### config.mk
export PLATFORM = sky130hd
export DESIGN_NAME = sgm_fifo
export DESIGN_NICKNAME = d
export VERILOG_FILES = /design/src/rtl/sgm_fifo.sv
export SDC_FILE = /design/constraint.sdc
export NUM_CORES = 1
export LEC_CHECK = 0
export BUFFER_PORTS_ARGS = -buffer_cell sky130_fd_sc_hd__buf_2
export CAP_MARGIN = 5
export CORE_MARGIN = 2
export CORE_UTILIZATION = 50
export CTS_BUF_LIST = sky130_fd_sc_hd__clkbuf_16
export CTS_CLUSTER_DIAMETER = 30
export DETAILED_ROUTE_END_ITERATION = 7
export PLACE_DENSITY = 0.71
export SETUP_SLACK_MARGIN = 0.05
export SLEW_MARGIN = 20
export SYNTH_ARGS = -nofsm -noshare
export SYNTH_HDL_FRONTEND = slang
export SYNTH_SLANG_ARGS = --single-unit
### constraint.sdc
create_clock -name i_clk -period 5.4 [get_ports i_clk]
set_input_delay 0 -clock i_clk [delete_from_list [all_inputs] [get_ports i_clk]]
set_output_delay 0 -clock i_clk [all_outputs]
set_load 0.01 [all_outputs]
### src/rtl/sgm_fifo.sv
// ----------------------------------------------------------------------------
// sgm_fifo
// small register queue; the writer keeps track of free space by count
// ----------------------------------------------------------------------------
`default_nettype none

module sgm_fifo #(
    parameter int WIDTH = 8,
    parameter int DEPTH = 4
) (
    input  wire logic                       i_clk,
    input  wire logic                       i_rst_n,
    input  wire logic                       i_push,
    input  wire logic [WIDTH-1:0]           i_data,
    input  wire logic                       i_pop,
    output logic      [WIDTH-1:0]           o_data,
    output logic                            o_empty,
    output logic      [$clog2(DEPTH+1)-1:0] o_count
);

    localparam int PW = (DEPTH > 1) ? $clog2(DEPTH) : 1;
    localparam int CNTW = $clog2(DEPTH + 1);

    logic [WIDTH-1:0] r_mem [DEPTH];
    logic [PW-1:0]    r_wr;
    logic [PW-1:0]    r_rd;
    logic [CNTW-1:0]  r_cnt;
    logic             pop_ok;

    assign pop_ok  = i_pop && (r_cnt != '0);
    assign o_empty = (r_cnt == '0);
    assign o_data  = r_mem[r_rd];
    assign o_count = r_cnt;

    // storage
    always_ff @(posedge i_clk) begin
        if (i_push) begin
            r_mem[r_wr] <= i_data;
        end
    end

    // pointers and fill count
    always_ff @(posedge i_clk) begin
        if (!i_rst_n) begin
            r_wr  <= '0;
            r_rd  <= '0;
            r_cnt <= '0;
        end else begin
            if (i_push) begin
                r_wr <= (r_wr == PW'(DEPTH - 1)) ? '0 : r_wr + 1'b1;
            end
            if (pop_ok) begin
                r_rd <= (r_rd == PW'(DEPTH - 1)) ? '0 : r_rd + 1'b1;
            end
            case ({i_push, pop_ok})
                2'b10:   r_cnt <= r_cnt + 1'b1;
                2'b01:   r_cnt <= r_cnt - 1'b1;
                default: r_cnt <= r_cnt;
            endcase
        end
    end

endmodule

`default_nettype wire

==> run metrics <==
H-tree levels 2; final non-filler cell total 173; setup bufs post-CTS 0; Sink Count 41; DRT Pass-1 Iters 3; Worst Path Required 5.60 ns; CP peak stage delay 0.40 ns; final worst path period share 35.0%; initial antenna violation count 0; core area 0.00308 mm^2; Die Height 61.0 um; vias in the first global route 852; Net Switching 214 uW; most numerous cell on the critical path inv_1; Max Clock Freq 529 MHz; Post-route DRC 0; total CTS buffers 5; die area 0.00372 mm^2; DP HPWL 1590 um; Total Power 845 uW; CP Class reg2reg; Iteration-0 DRC Markers 19; CTS Buffer Depth 2; critical path fanouts, max 5; Reg clk slew, reported paths 0.05 ns; Site Rows 20; Setup crit end o_count[2]; Port Buffers 23; Tot GR Track Use 15.7%; share of cells above drive strength 1 28.7%; Int Power 630 uW; fin crit period 1.89 ns; EDFF count, synth 32; Sequential Power Share 47.9%; Clock Power Share 31.8%; setup_tns 0 ns; RSZ-0062 raised after global routing false; Post-synth top cells edfxtp_1, dfxtp_1, mux4_2, inv_1; WL final 2340 um; global route overflow 0; Buf+Inv Stages, Crit Path 2; FF-to-FF setup slack 3.51 ns; Finish-stage setup viols 0; Min Hold Slack 0.0419 ns; number of synthesized register bits 41; worst slew pin tran 0.546 ns; placed cell area 0.00178 mm^2; Antenna diodes 0; mapped cell area 0.00163 mm^2; Hold Path Class in2reg; pwr dens 423 mW/mm^2; Post-layout nets 147; Synth area leader edfxtp_1; Yosys cell types 23; Worst slew margin 63.6%; Logic pwr share 20.3%; fin area 0.00200 mm^2; Static Leak 0.000742 uW; worst skew pair latency 0.28 ns; drt wl/cell 13.5 um; Layout Skew 0.00385 ns; worst flop-to-flop path endpoint o_count[2]; element type at the critical path end flop; count leader, synth edfxtp_1; first-pass GRT wire length 3820 um; ys flop type edfxtp_1; Placed Cells incl. Taps 157; initial core utilization 52.8%; Net Count, Synth 111; routed vias/inst 4.82; sw frac 25.4%; Synth Warn # 0; via count 834; GP Congestion 0.649; Seq/Total Area, Yosys 70.2%; critical path arrival 2.09 ns; synth-to-layout area growth 22.8%; largest net degree at the start of global routing 13; worst r2r src o_count[1]; Cells after Synth 92; Critical Path, Cell by Cell o31ai_2 -> inv_1 -> ha_1 -> inv_1 -> fa_1 -> xor2_1 -> or3_1 -> a21boi_1; maximum vdd drop 319 uV; DIE WIDTH 61.0 um; top cell family by delay on the critical path adder cells; CTS tree yes; outcome finished clean; Root Buffer Master clkbuf_16; Hold Fails Final Rpt 0; CP max stage cell dfxtp_1; asr flop ratio synth 0%; max-cap viol count 0; max-slew violations 0; mean post-synth cell area 17.7 um^2; Synth top area share 59.1%; Worst path depth 8; Crit. Startpoint o_count[1]; antenna viol nets, final 0; Area contributors post-synth edfxtp_1, dfxtp_1, mux4_2; Critical Path Start Type flop; io pins 24; worst reg2reg path depth 8
[metal layers]
layer  global-route usage [%]  up-vias  wire length (um)
met5                        0        -                 0
met4                     7.45        0                47
met3                     7.56        6                96
met2                     25.5       19              1200
met1                     17.5      394               999
li1                         -      415                 -
[cell usage in the layout (no fill, tap or decap), types with 2 or more instances in the layout]
| cell type | count |
|---|---|
| edfxtp_1 | 32 |
| buf_2 | 23 |
| inv_1 | 9 |
| dfxtp_1 | 9 |
| mux4_2 | 8 |
| dlygate4sd3_1 | 8 |
| and2_1 | 6 |
| ha_1 | 6 |
| clkbuf_16 | 5 |
| o21ai_0 | 4 |
| nand2_1 | 3 |
| nor2b_1 | 2 |
| nand3_1 | 2 |
[per-stage QoR]
step	setup WS [ns]	utilization, %
floorplan	3.58	-
global placement	3.61	57.8
detailed placement	3.53	57.8
CTS	3.51	64.8
global route	3.37	64.8
finish	3.51	64.8
[sequential cells by signal, summed over array words and instances (netlist names), named ones only]
register,flops
r_wr,2
o_count,3
r_rd,2
r_mem,32
[final cells by class]
class	instances	area [um^2]
Tap cell	44	55.1
Inverter	7	26.3
Multi-Input combinational cell	42	442
Sequential cell	41	1140
Timing Repair Buffer	31	195
Fill cell	245	1080
Clock inverter	3	11.3
Clock buffer	5	125
[worst reg2reg max path: stages, from the launching register on]
cell and delay [ns]:
dfxtp_1 0.40, o31ai_2 0.13, inv_1 0.07, ha_1 0.18
inv_1 0.06, fa_1 0.37, xor2_1 0.16, or3_1 0.30
a21boi_1 0.15
[timing repair]
| item | CTS | global route |
|---|---|---|
| hold endpoints to repair | 32 | 0 |
| gates resized for setup | 0 | 0 |
| hold buffers | 8 | 0 |
[cell families (layout without fill, tap and decap cells)]
kind of cell             after synthesis  in the layout  synth area share [%]
AO/OA/AOI/OAI                          7              7                  2.77
multiplexers                           9              9                  11.7
AND/OR/NAND/NOR                       17             17                  5.77
XOR/XNOR                               2              2                  1.08
buffers and inverters                  9             46                  2.62
adder cells (fa/ha/maj)                7              7                  5.85
flip-flops                            41             41                  70.2
[how the worst min path moves through the flow]
stage,start,end,cells past startpoint
4_1_cts,i_rst_n,o_count[1],2
2_1_floorplan,i_data[0],r_mem[0][0],0
5_1_grt,i_rst_n,o_count[2],2
6_report,i_rst_n,o_count[1],2
3_3_place_gp,i_data[4],r_mem[0][4],1
3_5_place_dp,i_data[0],r_mem[3][0],1
[power groups by stage]
stage | Clock (uW) | Sequential, uW | Combinational, uW
after detailed placement | 0 | 413 | 168
after CTS | 275 | 406 | 175
final | 268 | 404 | 172
after floorplan | 0 | 396 | 131
after global placement | 0 | 409 | 166
after global routing | 288 | 412 | 194
(Power assumes the default switching activity.)
