--- src/rtl/sgm_pkg.sv ---
// ----------------------------------------------------------------------------
// sgm_pkg
// types, constants and the square root step shared by the sobel blocks
// ----------------------------------------------------------------------------
`default_nettype none

package sgm_pkg;

    // configuration port
    localparam int CFG_DATA_W = 11;
    localparam int CFG_IDX_W  = 1;
    localparam logic [CFG_IDX_W-1:0] CFG_IMAGE_WIDTH  = 1'b0;
    localparam logic [CFG_IDX_W-1:0] CFG_IMAGE_HEIGHT = 1'b1;
    localparam int DIM_RESET = 512;
    localparam int DIM_MIN   = 3;

    // input command codes
    localparam logic CMD_PIXEL = 1'b0;
    localparam logic CMD_DRAIN = 1'b1;

    // datapath widths
    localparam int PIX_W   = 8;
    localparam int COUNT_W = 21;
    localparam int GRAD_W  = 10;
    localparam int SQ_W    = 2 * GRAD_W;
    localparam int SUM_W   = SQ_W + 1;
    localparam int ROOT_W  = SUM_W + 1;
    localparam int MAG_W   = 11;
    localparam logic [MAG_W-1:0] MAG_MAX = 11'd1443;

    // queues
    localparam int MQ_DEPTH = 4;
    localparam int MQ_CNT_W = $clog2(MQ_DEPTH + 1);
    localparam int OQ_DEPTH = 16;
    localparam int OQ_CNT_W = $clog2(OQ_DEPTH + 1);

    typedef struct packed {
        logic             command;
        logic [PIX_W-1:0] pixel;
    } t_in;

    typedef struct packed {
        logic [MAG_W-1:0] magnitude;
        logic             row_end;
        logic             frame_end;
    } t_out;

    // marks that ride along with a result
    typedef struct packed {
        logic row_end;
        logic frame_end;
    } t_mark;

    // work token from the front to the back
    typedef struct packed {
        logic             shift;
        logic             res;
        logic             interior;
        t_mark            mark;
        logic [PIX_W-1:0] upper;
        logic [PIX_W-1:0] middle;
        logic [PIX_W-1:0] pixel;
    } t_tok;

    typedef struct packed {
        logic [ROOT_W-1:0] rem;
        logic [ROOT_W-1:0] root;
    } t_sqrt;

    // one digit of the restoring integer square root, test bit 4**i
    function automatic t_sqrt sqrt_step(t_sqrt s, int unsigned i);
        logic [ROOT_W-1:0] bitv;
        logic [ROOT_W-1:0] trial;
        t_sqrt             r;
        bitv  = ROOT_W'(1) << (2 * i);
        trial = s.root + bitv;
        if (s.rem >= trial) begin
            r.rem  = s.rem - trial;
            r.root = (s.root >> 1) + bitv;
        end else begin
            r.rem  = s.rem;
            r.root = s.root >> 1;
        end
        return r;
    endfunction

endpackage

`default_nettype wire

--- src/rtl/sgm_back.sv ---
// ----------------------------------------------------------------------------
// sgm_back
// keeps the 3x3 window, forms the sobel gradients and takes the integer
// square root over a short pipeline; pulls tokens only when the result
// queue has room for everything already in flight
// ----------------------------------------------------------------------------
`default_nettype none

module sgm_back (
    input  wire logic                          i_clk,
    input  wire logic                          i_rst_n,
    input  wire logic                          i_tok_valid,
    input  wire sgm_pkg::t_tok                 i_tok,
    output logic                               o_tok_pop,
    input  wire logic [sgm_pkg::OQ_CNT_W-1:0]  i_out_count,
    output logic                               o_res_push,
    output sgm_pkg::t_out                      o_res
);

    localparam int PW = sgm_pkg::PIX_W;
    localparam int GW = sgm_pkg::GRAD_W;
    localparam int QW = sgm_pkg::SQ_W;
    localparam int SW = sgm_pkg::SUM_W;
    localparam int MW = sgm_pkg::MAG_W;
    localparam int RTW = sgm_pkg::ROOT_W;
    localparam int NSTG = 7;

    logic [PW-1:0]  r_win [9];

    logic           r_c_v;
    logic           r_c_int;
    sgm_pkg::t_mark r_c_mark;
    logic           r_d_v;
    sgm_pkg::t_mark r_d_mark;
    logic [GW-1:0]  r_d_ah;
    logic [GW-1:0]  r_d_av;
    logic           r_e_v;
    sgm_pkg::t_mark r_e_mark;
    logic [QW-1:0]  r_e_hh;
    logic [QW-1:0]  r_e_vv;
    logic           r_f_v;
    sgm_pkg::t_mark r_f_mark;
    logic [SW-1:0]  r_f_sq;
    logic           r_s_v    [3];
    sgm_pkg::t_mark r_s_mark [3];
    sgm_pkg::t_sqrt r_s_sq   [3];

    logic [NSTG-1:0] busy;
    logic [GW-1:0]   sum_l;
    logic [GW-1:0]   sum_r;
    logic [GW-1:0]   sum_t;
    logic [GW-1:0]   sum_b;
    logic [GW-1:0]   ah;
    logic [GW-1:0]   av;
    sgm_pkg::t_sqrt  s1;
    sgm_pkg::t_sqrt  s2;
    sgm_pkg::t_sqrt  s3;

    // credit check against the result queue
    assign busy      = {r_c_v, r_d_v, r_e_v, r_f_v, r_s_v[0], r_s_v[1], r_s_v[2]};
    assign o_tok_pop = i_tok_valid &&
                       (32'(i_out_count) + 32'($countones(busy)) + 32'd1 <= sgm_pkg::OQ_DEPTH);

    // window shift, new column from the line stores and the input
    always_ff @(posedge i_clk) begin
        if (o_tok_pop && i_tok.shift) begin
            r_win[0] <= r_win[1];
            r_win[1] <= r_win[2];
            r_win[2] <= i_tok.upper;
            r_win[3] <= r_win[4];
            r_win[4] <= r_win[5];
            r_win[5] <= i_tok.middle;
            r_win[6] <= r_win[7];
            r_win[7] <= r_win[8];
            r_win[8] <= i_tok.pixel;
        end
    end

    // column and row weighted sums, absolute gradients
    always_comb begin
        sum_l = GW'(r_win[0]) + GW'({r_win[3], 1'b0}) + GW'(r_win[6]);
        sum_r = GW'(r_win[2]) + GW'({r_win[5], 1'b0}) + GW'(r_win[8]);
        sum_t = GW'(r_win[0]) + GW'({r_win[1], 1'b0}) + GW'(r_win[2]);
        sum_b = GW'(r_win[6]) + GW'({r_win[7], 1'b0}) + GW'(r_win[8]);
        ah    = (sum_l >= sum_r) ? sum_l - sum_r : sum_r - sum_l;
        av    = (sum_t >= sum_b) ? sum_t - sum_b : sum_b - sum_t;
    end

    // square root digits, four, four and three per stage
    always_comb begin
        s1.rem  = RTW'(r_f_sq);
        s1.root = '0;
        for (int k = 0; k < 4; k++) begin
            s1 = sgm_pkg::sqrt_step(s1, 10 - k);
        end
        s2 = r_s_sq[0];
        for (int k = 0; k < 4; k++) begin
            s2 = sgm_pkg::sqrt_step(s2, 6 - k);
        end
        s3 = r_s_sq[1];
        for (int k = 0; k < 3; k++) begin
            s3 = sgm_pkg::sqrt_step(s3, 2 - k);
        end
    end

    // stage valids
    always_ff @(posedge i_clk) begin
        if (!i_rst_n) begin
            r_c_v    <= 1'b0;
            r_d_v    <= 1'b0;
            r_e_v    <= 1'b0;
            r_f_v    <= 1'b0;
            r_s_v[0] <= 1'b0;
            r_s_v[1] <= 1'b0;
            r_s_v[2] <= 1'b0;
        end else begin
            r_c_v    <= o_tok_pop && i_tok.res;
            r_d_v    <= r_c_v;
            r_e_v    <= r_d_v;
            r_f_v    <= r_e_v;
            r_s_v[0] <= r_f_v;
            r_s_v[1] <= r_s_v[0];
            r_s_v[2] <= r_s_v[1];
        end
    end

    // stage payloads
    always_ff @(posedge i_clk) begin
        r_c_int     <= i_tok.interior;
        r_c_mark    <= i_tok.mark;
        r_d_ah      <= r_c_int ? ah : '0;
        r_d_av      <= r_c_int ? av : '0;
        r_d_mark    <= r_c_mark;
        r_e_hh      <= r_d_ah * r_d_ah;
        r_e_vv      <= r_d_av * r_d_av;
        r_e_mark    <= r_d_mark;
        r_f_sq      <= SW'(r_e_hh) + SW'(r_e_vv);
        r_f_mark    <= r_e_mark;
        r_s_sq[0]   <= s1;
        r_s_mark[0] <= r_f_mark;
        r_s_sq[1]   <= s2;
        r_s_mark[1] <= r_s_mark[0];
        r_s_sq[2]   <= s3;
        r_s_mark[2] <= r_s_mark[1];
    end

    // result beat
    assign o_res_push      = r_s_v[2];
    assign o_res.magnitude = r_s_sq[2].root[MW-1:0];
    assign o_res.row_end   = r_s_mark[2].row_end;
    assign o_res.frame_end = r_s_mark[2].frame_end;

endmodule

`default_nettype wire

--- config.mk ---
export PLATFORM = sky130hd
export DESIGN_NAME = sgm_back
export DESIGN_NICKNAME = d
export VERILOG_FILES = /design/src/rtl/sgm_pkg.sv /design/src/rtl/sgm_back.sv
export SDC_FILE = /design/constraint.sdc
export NUM_CORES = 1
export LEC_CHECK = 0
export ABC_AREA = 1
export BUFFER_PORTS_ARGS = -buffer_cell sky130_fd_sc_hd__buf_2
export CAP_MARGIN = 20
export CORE_ASPECT_RATIO = 0.8
export CORE_MARGIN = 2
export CORE_UTILIZATION = 45
export CTS_CLUSTER_DIAMETER = 30
export DETAILED_ROUTE_END_ITERATION = 12
export GPL_ROUTABILITY_DRIVEN = 0
export PLACE_DENSITY_LB_ADDON = 0.12
export REMOVE_ABC_BUFFERS = 1
export SKIP_LAST_GASP = 1
export SLEW_MARGIN = 20
export SYNTH_ARGS = -nofsm -noshare
export SYNTH_HDL_FRONTEND = slang
export SYNTH_SLANG_ARGS = --single-unit
--- constraint.sdc ---
create_clock -name i_clk -period 9.9 [get_ports i_clk]
set_input_delay 1.485 -clock i_clk [delete_from_list [all_inputs] [get_ports i_clk]]
set_output_delay 1.485 -clock i_clk [all_outputs]
set_load 0.01 [all_outputs]
==> impl_metrics.env <==
export IMPL_synth_compound_area_share=0.0944
export IMPL_status="completed"
export IMPL_ys_flop_type="dfxtp_1"
export IMPL_synth_mux_area_frac=0.00104
export IMPL_synth_cells=2501
export IMPL_nNetsFinal=3000
export IMPL_cts_root_buf="clkbuf_16"
export IMPL_clock_latency_ps=590
export IMPL_grt_setup_unrepaired="no"
export IMPL_synthDistinctLibCells=55
export IMPL_start_util=0.459
export IMPL_cts_tree="done"
export IMPL_htreeDepth=2
export IMPL_setup_viol=0
export IMPL_worst_pin_slew_ps=926
export IMPL_synth_area_per_cell_um2=8.21
export IMPL_dp_hpwl_um=37400
export IMPL_tns_ps=0
export IMPL_critPathMaxStageDelay_ps=400
export IMPL_drc=0
export IMPL_cts_buffer_depth=3
export IMPL_grt_pass1_wl_um=79200
export IMPL_syn_to_final_growth_pct=13.0
export IMPL_clkSinkCount=240
export IMPL_finClkSkew_ps=34.9
export IMPL_synth_simple_gate_area_frac=0.182
export IMPL_dieArea_um2=47400
export IMPL_crit_fanout=20
export IMPL_coreArea_um2=44700
export IMPL_fin_area_um2=23200
export IMPL_worstPathRequired_ps=10370
export IMPL_vias_per_cell=4.91
export IMPL_finalNonFillerCells=3204
export IMPL_synth_top_family_by_area="adder cells"
export IMPL_cts_setup_buffers=0
export IMPL_cp_end_kind="flop"
export IMPL_cp_num_buf_inv=4
export IMPL_synthTopCellsByArea="ha_1, dfxtp_1, fa_1, edfxtp_1, nand2_1"
export IMPL_synth_top_area_frac=0.166
export IMPL_yosysMostFrequentCell="nand2_1"
export IMPL_cts_reportedPaths_clkPinSlew_ps=50
export IMPL_fp_dieH_um=195
export IMPL_cts_buffers=52
export IMPL_synth_edf_count=72
export IMPL_num_rows=69
export IMPL_fmax_mhz=146
export IMPL_min_period_over_period=0.690
export IMPL_synth_fa_ha_area_frac=0.295
export IMPL_finalCriticalPeriod_ps=6830
export IMPL_netlist_top_cells_count="nand2_1, inv_1, ha_1"
export IMPL_drt_wirelength_per_cell_um=14.3
export IMPL_vias=15700
export IMPL_cp_startpoint="r_s_sq[0][17]"
export IMPL_crit_arrival_ps=7300
export IMPL_portBuffers=51
export IMPL_ant_nets=0
export IMPL_maxSlewViolCount=0
export IMPL_path_class="flop to flop"
export IMPL_drt_iter0_markers=952
export IMPL_cpMostUsedCell="nand2_1"
export IMPL_dp_cells=3107
export IMPL_hold_path_class="flop to flop"
export IMPL_synth_area_leader_cell="ha_1"
export IMPL_netlist_area_um2=20500
export IMPL_first_global_vias=16200
export IMPL_first_pass_iters=6
export IMPL_drive_above_1_share=0.0807
export IMPL_synth_seq_cells=240
export IMPL_yosysWarnings=0
export IMPL_antenna_found_initial=1
export IMPL_grt_total_usage=0.203
export IMPL_r2r_start="r_s_sq[0][17]"
export IMPL_placed_area_um2=21300
export IMPL_crit_path_start_kind="flop"
export IMPL_cts_resized=0
export IMPL_async_reset_ff_frac=0
export IMPL_grt_ovfl_total=0
export IMPL_cts_hold_fix_buffers=0
export IMPL_ys_seq_area_frac=0.269
export IMPL_crit_slowest_cell="ha_1"
export IMPL_min_from="r_s_mark[0][2]"
export IMPL_synthXorXnorAreaFrac=0.0623
export IMPL_grt_max_degree=73
export IMPL_diodes=0
export IMPL_wl_um=45900
export IMPL_hold_slack_ps=322
export IMPL_hold_viol=0
export IMPL_path_delay_family="simple AND/OR/NAND/NOR gates"
export IMPL_max_cap_violations=0
export IMPL_io_pins=52
export IMPL_maxSlewHeadroom=0.382
export IMPL_die_w_um=243
logic make-up after synthesis:
kind of cell | after synthesis
AND/OR/NAND/NOR | 860
adder cells (fa/ha/maj) | 405
AO/OA/AOI/OAI | 344
buffers and inverters | 504
multiplexers | 2
XOR/XNOR | 146
flip-flops | 240
final cells by class:
cell class / instances / area, um2
inverter: 454 / 1700
sequential: 240 / 5530
timing repair buffer: 53 / 270
multi-input combinational: 1757 / 13000
clock buffer: 59 / 1380
fill: 4293 / 21500
tap: 603 / 754
clock inverter: 38 / 519
path summary, 6_finish.rpt:
| path | to | slack (ps) | cells after the start |
|---|---|---|---|
| hold reg to reg | r_s_mark[0][4] | 320 | 0 |
| setup reg to reg | r_s_sq[0][76] | 3070 | 38 |
| setup / recovery | r_s_sq[0][76] | 3070 | 38 |
| hold / removal | r_s_mark[0][4] | 320 | 0 |
placed cells by master, fill, tap and decap left out, drive strengths merged, types with 2 or more instances in the layout:
master,Yosys,layout
nand3,121,121
xor2,107,107
xnor2,39,39
nand4,18,18
nor2,178,178
o21a,4,4
clkinv,2,16
a21o,19,19
nand3b,7,7
edfxtp,72,72
a311oi,2,2
clkbuf,31,59
a221oi,2,2
clkinvlp,0,4
buf,19,53
bufinv,0,10
nor3,18,18
o2111ai,4,4
nor3b,2,2
o211ai,7,7
o21bai,24,24
a31oi,6,6
nand2,504,504
a211oi,4,4
dfxtp,168,168
o21ai,112,112
a21oi,153,153
nor4,3,3
a22oi,3,3
or2,6,6
ha,272,272
fa,133,133
inv,452,462
layer usage:
| layer | global-route usage | share of wire |
|---|---|---|
| met3 | 0.0315 | 0.043 |
| met1 | 0.292 | 0.51 |
| met5 | 0 | 0 |
| met2 | 0.322 | 0.43 |
| met4 | 0.0475 | 0.017 |
metrics by stage:
stage | util | worst slack (ps)
after floorplan | - | 2140
after global placement | 0.476 | 3400
after detailed placement | 0.476 | 3150
after CTS | 0.519 | 3130
after global routing | 0.519 | 2360
final | 0.519 | 3070
sequential cells by signal, summed over array words and instances (netlist names):
name / flops
r_win: 72
r_s_sq: 67
r_f_sq: 21
r_e_hh: 19
r_e_vv: 19
r_d_ah: 10
r_d_av: 10
r_s_mark: 6
r_s_v: 3
r_c_mark: 2
r_d_mark: 2
r_e_mark: 2
r_f_mark: 2
r_c_int: 1
r_c_v: 1
r_d_v: 1
r_e_v: 1
r_f_v: 1
Power is not shown: default switching activity piles up to over one toggle a cycle in this logic, so the estimate is an artifact.
